**src/design/lsoad_pkg.sv**
```systemverilog
`default_nettype none

package lsoad_pkg;

    // item kinds carried on s_axis_tuser
    typedef enum logic [1:0] {
        OP_SAMPLE   = 2'd0,
        OP_VELOCITY = 2'd1,
        OP_TICK     = 2'd2
    } op_t;

    // configuration register indexes
    localparam int CFG_IDX_W  = 3;
    localparam int CFG_DATA_W = 20;
    localparam logic [CFG_IDX_W-1:0] CFG_SCAN_START  = 3'd0;
    localparam logic [CFG_IDX_W-1:0] CFG_SCAN_STEP   = 3'd1;
    localparam logic [CFG_IDX_W-1:0] CFG_HALF_ANGLE  = 3'd2;
    localparam logic [CFG_IDX_W-1:0] CFG_SAFE_DIST   = 3'd3;
    localparam logic [CFG_IDX_W-1:0] CFG_TURN_RATIO  = 3'd4;
    localparam logic [CFG_IDX_W-1:0] CFG_HALF_TRACK  = 3'd5;
    localparam logic [CFG_IDX_W-1:0] CFG_INV_RADIUS  = 3'd6;

    // register reset values
    localparam logic signed [19:0] RST_SCAN_START = -20'sd205887;
    localparam logic [15:0] RST_SCAN_STEP  = 16'd1144;
    localparam logic [17:0] RST_HALF_ANGLE = 18'd22876;
    localparam logic [15:0] RST_SAFE_DIST  = 16'd250;
    localparam logic [15:0] RST_TURN_RATIO = 16'd983;
    localparam logic [15:0] RST_HALF_TRACK = 16'd2949;
    localparam logic [15:0] RST_INV_RADIUS = 16'd10240;

    localparam logic [15:0] NO_READING = 16'hFFFF;

    // stream word widths
    localparam int IN_DATA_W  = 56;
    localparam int OUT_DATA_W = 56;

    // shared multiplier
    localparam int MUL_A_W = 34;
    localparam int MUL_B_W = 17;
    localparam int MUL_P_W = MUL_A_W + MUL_B_W;

    localparam int ANGLE_W     = 26;
    localparam int WHEEL_ACC_W = 25;
    localparam int WHEEL_W     = 24;

    typedef enum logic [3:0] {
        ST_IDLE,
        ST_SAMPLE,
        ST_MUL_W,
        ST_WQ,
        ST_MUL_L,
        ST_LQ,
        ST_MUL_R,
        ST_RQ,
        ST_SEL,
        ST_MUL_A,
        ST_AQ,
        ST_OUT
    } state_t;

endpackage

`default_nettype wire

```
**src/design/lsoad_mul.sv**
```systemverilog
`default_nettype none

module lsoad_mul
    import lsoad_pkg::*;
(
    input  wire logic                      clk,
    input  wire logic signed [MUL_A_W-1:0] a,
    input  wire logic signed [MUL_B_W-1:0] b,
    output logic signed [MUL_P_W-1:0]      p
);

    logic signed [MUL_P_W-1:0] p_reg;

    // one registered signed product per cycle
    always_ff @(posedge clk)
    begin
        p_reg <= MUL_P_W'(a * b);
    end

    assign p = p_reg;

endmodule

`default_nettype wire

```
**src/design/lidar_sector_obstacle_avoid_drive_unit.sv**
```systemverilog
`default_nettype none

// Reactive obstacle avoidance for a differential-drive base fed by a lidar.
// Input words carry a range sample, a velocity command or a control tick,
// chosen by s_axis_tuser; the sample flagged by s_axis_tlast closes a scan
// and latches the front, left and right sector minimums (65535 = nothing
// seen). Only a tick produces an output word: the two wheel speeds, with
// the roomier-side wheel reversed and scaled when the front distance is
// below the safe distance. A velocity command is simply latched; a range
// sample passes angle add, then sector compare and minimum update; a tick
// runs its products (turn rate, left, right, plus the scaling one when
// avoiding) one after another through a single registered 34x17 multiplier.
// The result sits in an output register; a tick only stalls if that register
// is full and not being read. Registers are written through cfg_we,
// cfg_index and cfg_data and should only be changed while the unit is idle.

module lidar_sector_obstacle_avoid_drive_unit
    import lsoad_pkg::*;
(
    input  wire logic                  clk,
    input  wire logic                  rst_n,
    // config write port
    input  wire logic                  cfg_we,
    input  wire logic [CFG_IDX_W-1:0]  cfg_index,
    input  wire logic [CFG_DATA_W-1:0] cfg_data,
    // input stream
    input  wire logic                  s_axis_tvalid,
    output logic                       s_axis_tready,
    // [15:0] range_mm, [16] range_finite, [32:17] linear_speed,
    // [48:33] turn_rate, [55:49] zero
    input  wire logic [IN_DATA_W-1:0]  s_axis_tdata,
    input  wire logic                  s_axis_tlast,   // last_of_scan
    // [1:0] operation
    input  wire logic [1:0]            s_axis_tuser,
    // output stream
    output logic                       m_axis_tvalid,
    input  wire logic                  m_axis_tready,
    // [23:0] left_wheel_speed, [47:24] right_wheel_speed,
    // [48] obstacle_ahead, [49] turning_left, [55:50] zero
    output logic [OUT_DATA_W-1:0]      m_axis_tdata
);

    // config registers
    logic signed [19:0] start_angle_reg;
    logic [15:0] angle_step_reg;
    logic [17:0] half_angle_reg;
    logic [15:0] safe_dist_reg;
    logic [15:0] turn_ratio_reg;
    logic [15:0] half_track_reg;
    logic [15:0] inv_radius_reg;

    // scan state
    logic [15:0] front_min_reg, left_min_reg, right_min_reg;
    logic [15:0] front_dist_reg, left_dist_reg, right_dist_reg;
    logic [23:0] offset_reg;
    logic signed [15:0] lin_reg, ang_reg;

    // sample held for the compare cycle
    logic [15:0] range_reg;
    logic        finite_reg;
    logic        last_reg;
    logic signed [ANGLE_W-1:0] angle_reg;

    // tick datapath
    logic signed [MUL_A_W-1:0]     a_reg;
    logic signed [MUL_B_W-1:0]     b_reg;
    logic signed [MUL_P_W-1:0]     prod;
    logic signed [MUL_A_W-1:0]     wq_reg;
    logic signed [WHEEL_ACC_W-1:0] left_reg, right_reg;

    logic                  out_valid_reg;
    logic [OUT_DATA_W-1:0] out_data_reg;

    state_t state_reg, state_next;

    logic s_accept;
    logic out_load;
    op_t  op;
    logic obstacle, turn_left;

    logic signed [MUL_A_W-1:0]     vq;
    logic signed [WHEEL_ACC_W-1:0] sel_wheel;
    logic signed [ANGLE_W-1:0]     mag, half_ext;
    logic        is_front, is_left;
    logic [15:0] front_min_next, left_min_next, right_min_next;

    // round half up, drop 26 fraction bits (wheel formula)
    function automatic logic signed [WHEEL_ACC_W-1:0] round26(
        input logic signed [MUL_P_W-1:0] p
    );
        logic signed [MUL_P_W-1:0] t;
        t = p + {{(MUL_P_W-26){1'b0}}, 1'b1, 25'b0};
        return t[WHEEL_ACC_W+25:26];
    endfunction

    // round half up, drop 16 fraction bits (turn ratio scaling)
    function automatic logic signed [WHEEL_ACC_W-1:0] round16(
        input logic signed [MUL_P_W-1:0] p
    );
        logic signed [MUL_P_W-1:0] t;
        t = p + {{(MUL_P_W-16){1'b0}}, 1'b1, 15'b0};
        return t[WHEEL_ACC_W+15:16];
    endfunction

    function automatic logic [WHEEL_W-1:0] sat24(
        input logic signed [WHEEL_ACC_W-1:0] x
    );
        logic signed [WHEEL_ACC_W-1:0] hi, lo;
        hi = {2'b00, {(WHEEL_W-1){1'b1}}};
        lo = {2'b11, {(WHEEL_W-1){1'b0}}};
        if (x > hi)
            return hi[WHEEL_W-1:0];
        else if (x < lo)
            return lo[WHEEL_W-1:0];
        else
            return x[WHEEL_W-1:0];
    endfunction

    assign s_accept  = s_axis_tvalid && s_axis_tready;
    assign op        = op_t'(s_axis_tuser);
    assign obstacle  = front_dist_reg < safe_dist_reg;
    // ties go to the right wheel
    assign turn_left = obstacle && (left_dist_reg > right_dist_reg);
    assign vq        = {{2{lin_reg[15]}}, lin_reg, 16'h0000};
    assign sel_wheel = turn_left ? left_reg : right_reg;

    // sector choice; both exact boundaries fall to the right sector
    always_comb
    begin
        mag      = angle_reg[ANGLE_W-1] ? -angle_reg : angle_reg;
        half_ext = {{(ANGLE_W-18){1'b0}}, half_angle_reg};
        is_front = mag < half_ext;
        is_left  = !is_front && (angle_reg > half_ext);

        front_min_next = front_min_reg;
        left_min_next  = left_min_reg;
        right_min_next = right_min_reg;
        if (finite_reg)
        begin
            if (is_front)
            begin
                if (range_reg < front_min_reg)
                    front_min_next = range_reg;
            end
            else if (is_left)
            begin
                if (range_reg < left_min_reg)
                    left_min_next = range_reg;
            end
            else
            begin
                if (range_reg < right_min_reg)
                    right_min_next = range_reg;
            end
        end
    end

    // sequencer: next state
    always_comb
    begin
        state_next = state_reg;
        case (state_reg)
            ST_IDLE:
            begin
                if (s_accept)
                begin
                    case (op)
                        OP_SAMPLE: state_next = ST_SAMPLE;
                        OP_TICK:   state_next = ST_MUL_W;
                        default:   state_next = ST_IDLE;
                    endcase
                end
            end
            ST_SAMPLE: state_next = ST_IDLE;
            ST_MUL_W:  state_next = ST_WQ;
            ST_WQ:     state_next = ST_MUL_L;
            ST_MUL_L:  state_next = ST_LQ;
            ST_LQ:     state_next = ST_MUL_R;
            ST_MUL_R:  state_next = ST_RQ;
            ST_RQ:     state_next = obstacle ? ST_SEL : ST_OUT;
            ST_SEL:    state_next = ST_MUL_A;
            ST_MUL_A:  state_next = ST_AQ;
            ST_AQ:     state_next = ST_OUT;
            ST_OUT:
            begin
                if (out_load)
                    state_next = ST_IDLE;
            end
            default:   state_next = ST_IDLE;
        endcase
    end

    // sequencer: outputs
    always_comb
    begin
        s_axis_tready = 1'b0;
        out_load      = 1'b0;
        case (state_reg)
            ST_IDLE: s_axis_tready = 1'b1;
            ST_OUT:  out_load = !out_valid_reg || m_axis_tready;
            default:
            begin
                s_axis_tready = 1'b0;
                out_load      = 1'b0;
            end
        endcase
    end

    lsoad_mul u_mul (
        .clk (clk),
        .a   (a_reg),
        .b   (b_reg),
        .p   (prod)
    );

    // control and architectural state
    always_ff @(posedge clk or negedge rst_n)
    begin
        if (!rst_n)
        begin
            state_reg       <= ST_IDLE;
            out_valid_reg   <= 1'b0;
            start_angle_reg <= RST_SCAN_START;
            angle_step_reg  <= RST_SCAN_STEP;
            half_angle_reg  <= RST_HALF_ANGLE;
            safe_dist_reg   <= RST_SAFE_DIST;
            turn_ratio_reg  <= RST_TURN_RATIO;
            half_track_reg  <= RST_HALF_TRACK;
            inv_radius_reg  <= RST_INV_RADIUS;
            front_min_reg   <= NO_READING;
            left_min_reg    <= NO_READING;
            right_min_reg   <= NO_READING;
            front_dist_reg  <= NO_READING;
            left_dist_reg   <= NO_READING;
            right_dist_reg  <= NO_READING;
            offset_reg      <= '0;
            lin_reg         <= '0;
            ang_reg         <= '0;
        end
        else
        begin
            state_reg <= state_next;

            if (out_load)
                out_valid_reg <= 1'b1;
            else if (m_axis_tready)
                out_valid_reg <= 1'b0;

            if (cfg_we)
            begin
                case (cfg_index)
                    CFG_SCAN_START: start_angle_reg <= cfg_data;
                    CFG_SCAN_STEP:  angle_step_reg  <= cfg_data[15:0];
                    CFG_HALF_ANGLE: half_angle_reg  <= cfg_data[17:0];
                    CFG_SAFE_DIST:  safe_dist_reg   <= cfg_data[15:0];
                    CFG_TURN_RATIO: turn_ratio_reg  <= cfg_data[15:0];
                    CFG_HALF_TRACK: half_track_reg  <= cfg_data[15:0];
                    CFG_INV_RADIUS: inv_radius_reg  <= cfg_data[15:0];
                    default: ;
                endcase
            end

            if (s_accept && op == OP_VELOCITY)
            begin
                lin_reg <= s_axis_tdata[32:17];
                ang_reg <= s_axis_tdata[48:33];
            end

            // offset steps on every sample, finite or not, and clears on the last
            if (state_reg == ST_SAMPLE)
            begin
                if (last_reg)
                begin
                    front_dist_reg <= front_min_next;
                    left_dist_reg  <= left_min_next;
                    right_dist_reg <= right_min_next;
                    front_min_reg  <= NO_READING;
                    left_min_reg   <= NO_READING;
                    right_min_reg  <= NO_READING;
                    offset_reg     <= '0;
                end
                else
                begin
                    front_min_reg <= front_min_next;
                    left_min_reg  <= left_min_next;
                    right_min_reg <= right_min_next;
                    offset_reg    <= offset_reg + {8'h00, angle_step_reg};
                end
            end
        end
    end

    // payload registers
    always_ff @(posedge clk)
    begin
        if (s_accept && op == OP_SAMPLE)
        begin
            range_reg  <= s_axis_tdata[15:0];
            finite_reg <= s_axis_tdata[16];
            last_reg   <= s_axis_tlast;
            angle_reg  <= {{(ANGLE_W-20){start_angle_reg[19]}}, start_angle_reg}
                        + {{(ANGLE_W-24){1'b0}}, offset_reg};
        end

        case (state_reg)
            ST_IDLE:
            begin
                // w * half_track
                a_reg <= {{(MUL_A_W-16){ang_reg[15]}}, ang_reg};
                b_reg <= {1'b0, half_track_reg};
            end
            ST_WQ:
            begin
                wq_reg <= prod[MUL_A_W-1:0];
                a_reg  <= vq - prod[MUL_A_W-1:0];
                b_reg  <= {1'b0, inv_radius_reg};
            end
            ST_LQ:
            begin
                left_reg <= round26(prod);
                a_reg    <= vq + wq_reg;
            end
            ST_RQ:
            begin
                right_reg <= round26(prod);
            end
            ST_SEL:
            begin
                a_reg <= -{{(MUL_A_W-WHEEL_ACC_W){sel_wheel[WHEEL_ACC_W-1]}}, sel_wheel};
                b_reg <= {1'b0, turn_ratio_reg};
            end
            ST_AQ:
            begin
                if (turn_left)
                    left_reg <= round16(prod);
                else
                    right_reg <= round16(prod);
            end
            default: ;
        endcase

        if (out_load)
        begin
            out_data_reg <= {6'b000000, turn_left, obstacle,
                             sat24(right_reg), sat24(left_reg)};
        end
    end

    assign m_axis_tvalid = out_valid_reg;
    assign m_axis_tdata  = out_data_reg;

endmodule

`default_nettype wire

```
**config.mk**
```make
export PLATFORM = sky130hd
export DESIGN_NAME = lidar_sector_obstacle_avoid_drive_unit
export DESIGN_NICKNAME = d
export VERILOG_FILES = /design/src/design/lsoad_pkg.sv /design/src/design/lsoad_mul.sv /design/src/design/lidar_sector_obstacle_avoid_drive_unit.sv
export SDC_FILE = /design/constraint.sdc
export NUM_CORES = 2
export LEC_CHECK = 0
export BUFFER_PORTS_ARGS = -buffer_cell sky130_fd_sc_hd__buf_2
export CAP_MARGIN = 20
export CORE_MARGIN = 2
export CORE_UTILIZATION = 31
export CTS_CLUSTER_DIAMETER = 200
export DETAILED_ROUTE_END_ITERATION = 8
export PLACE_DENSITY = 0.53
export SLEW_MARGIN = 15
export SYNTH_ARGS = -nofsm -noshare
export SYNTH_HDL_FRONTEND = slang
export SYNTH_HIERARCHICAL = 1
export SYNTH_SLANG_ARGS = --single-unit
export TNS_END_PERCENT = 100
```
**constraint.sdc**
```tcl
create_clock -name clk -period 18.4 [get_ports clk]
set_clock_uncertainty 0.05 [all_clocks]
set_input_delay 0.92 -clock clk [delete_from_list [all_inputs] [get_ports clk]]
set_output_delay 0.92 -clock clk [all_outputs]
set_load 0.01 [all_outputs]
```
==> metrics.yaml <==
synth-seq-area-share: 0.3024
fmax_mhz: 137.9
grt_pass1_vias: 37005
largest_reg_flops: 51
dp_hpwl_microns: 101300
crit_top_cell: "fa_1"
rsz0062_at_grt: "false"
cp-end-kind: "flop"
worstPathArrival_ns: 7.72
crit_type: "reg -> reg"
crit_family: "adder cells"
antenna_found_initial: 7
htreeDepth: 2
slowest_stage: "edfxtp_1"
post_cts_buffers: 0
clockBufferDepth: 3
placementRows: 146
setup_viol: 0
finalCritPeriodShare: 0.3942
grt_remaining_overflow: 0
tns_ns: 0
synth_warnings: 6
cp_cell_sequence: "and2_1 > fa_1 > inv_1 > fa_1 > fa_1 > inv_1 > fa_1 > fa_1 > inv_1 > fa_1 > inv_1 > ha_1 > a21oi_1 > o21ai_1 > and2b_4 > a211oi_2 > a21oi_2 > o31a_1 > a31oi_1 > mux2i_1 > o2111ai_1"
first_pass_iters: 6
drtIter0Drc: 2261
cp-start-kind: "flop"
outcome: "finished clean"
finalNetCount: 5904
cp_data_required_time_ns: 18.87
grt_max_degree: 91
core_sq_um: 158200
layout_setup_ws_ns: 11.15
start_util: 0.3120
vias: 35031
worstSkewPairLatency_ns: 0.65
final_common_cell: "inv_1"
place_congestion: 0.8682
grt_first_pass_wirelength_microns: 212600
track_usage: 0.1657
synthCells: 4914
netlist_area_sq_um: 49350
crit_fanout: 17
drive_gt1_frac: 0.1243
root_buffer: "clkbuf_16"
final_hold_viol_count: 0
async_reset_ff_frac: 0.4964
final_cell_mix: "inv_1 (683), nand2_1 (585), fa_1 (554)"
ys_ff_latch: 554
drc_errors: 0
detail-route-antenna-nets: 0
cts_made_buffers: 59
area_growth_pct: 10.05
slew_headroom: 0.2786
num_io_pins: 145
tightest_slew_ns: 1.081
vias_per_cell: 4.949
ctsResizeCount: 0
fp.dieW_microns: 403.0
maxSlewViolCount: 0
drv_cap: 0
cts.clk_slew.worst_paths_ns: 0.06
synth_ff_type: "edfxtp_1"
cts.sinks: 554
port-buffer-count: 131
die_height_microns: 403.0
detailedPlace.worstSlack_ns: 11.20
cpPeakStageDelay_ns: 0.76
die_area_sq_um: 162400
hold_class: "in -> async"
syn_avg_cell_area_sq_um: 10.04
cp_num_buf_inv: 4
period_needed_ns: 7.254
synth_edf_count: 228
hold_buffers: 0
synth.distinct_cells: 104
cts_tree: "yes"
wl_per_cell_microns: 18.82
drt-total-wl_microns: 133200
==> layer usage <==
layer,vias up,global-route usage,part of all wire
met5,-,0,0
met4,0,0.03088,0.017
met3,141,0.01665,0.044
met2,750,0.2820,0.48
met1,17827,0.2296,0.46
li1,16313,-,-
==> synth_stat cells (31+ instances only) <==
master	count	area (sq um)
clkbuf_1	183	686.9
mux2_2	135	1520
fa_1	554	11090
edfxtp_1	228	6847
nand2_1	586	2200
xor2_1	63	551.8
dfstp_2	142	3731
mux2i_1	66	660.6
a21o_1	54	405.4
a21oi_1	170	850.8
nor3_1	58	290.3
and2_1	262	1639
dfrtp_1	133	3328
nand3_1	69	345.3
nand4_1	34	212.7
xnor2_1	151	1323
ha_1	309	3866
o32a_1	31	310.3
o21ai_0	198	991.0
inv_1	684	2567
dfxtp_1	51	1021
nor2_1	236	885.9
==> cell type report <==
cell class / count / area (sq um)
clock inverters: 19 / 211.5
flip-flops and latches: 554 / 14930
repair buffers: 189 / 1125
fillers: 16167 / 103900
clock buffers: 93 / 1853
diodes: 2 / 5.005
inverters: 684 / 2567
well taps: 2072 / 2592
multi-input cells: 3466 / 31030
==> per-stage QoR <==
| stage | utilization | instance area, sq um | hold slack, ns | cells |
|---|---|---|---|---|
| 2_1_floorplan | - | 49390 | 0.3564 | 4924 |
| 3_3_place_gp | 0.3300 | 52200 | 0.4116 | 6962 |
| 3_5_place_dp | 0.3300 | 52200 | 0.4119 | 6962 |
| 4_1_cts | 0.3430 | 54260 | 0.2717 | 7074 |
| 5_1_grt | 0.3433 | 54310 | 0.2736 | 7077 |
| 6_report | 0.3433 | 54310 | 0.2226 | 7079 |
==> cell families (layout without fill, tap and decap cells) <==
group                      count (synthesis)  in the layout  synth area share
buffers and inverters                    904            985           0.07144
and+or+nand+nor                         1423           1423            0.1385
DFF                                      554            554            0.3024
xor gates and xnor gates                 214            214           0.03798
other                                      1             13        0.00007598
adders and majority gates                863            863            0.3031
AOI/OAI and AO/OA                        754            754            0.1023
muxes                                    201            201           0.04419
==> worst reg2reg max path: stages (launching register included) <==
cell and delay [ns]:
edfxtp_1 0.76, and2_1 0.37, fa_1 0.54, inv_1 0.06, fa_1 0.54, fa_1 0.53, inv_1 0.05, fa_1 0.48
fa_1 0.56, inv_1 0.06, fa_1 0.60, inv_1 0.06, ha_1 0.42, a21oi_1 0.22, o21ai_1 0.12, and2b_4 0.18
a211oi_2 0.26, a21oi_2 0.13, o31a_1 0.35, a31oi_1 0.41, mux2i_1 0.24, o2111ai_1 0.12
==> final timing paths <==
kind                                              start                            to  slack (ns)  cells past startpoint
setup / recovery                    a_reg[10]$_DFFE_PP_           u_mul/p[50]$_DFF_P_       11.15                     21
hold / removal                                    rst_n        lin_reg[6]$_DFFE_PN0P_        0.22                      1
setup reg to reg                    a_reg[10]$_DFFE_PP_           u_mul/p[50]$_DFF_P_       11.15                     21
hold reg to reg            left_dist_reg[9]$_DFFE_PN1P_  left_dist_reg[9]$_DFFE_PN1P_        0.42                      2
max in group asynchronous                         rst_n     offset_reg[3]$_DFFE_PN0N_       15.97                      3
min in group clk                       s_axis_tdata[14]       range_reg[14]$_DFFE_PP_        0.40                      1
Power is not shown: default switching activity piles up to over one toggle a cycle in this logic, so the estimate is an artifact.
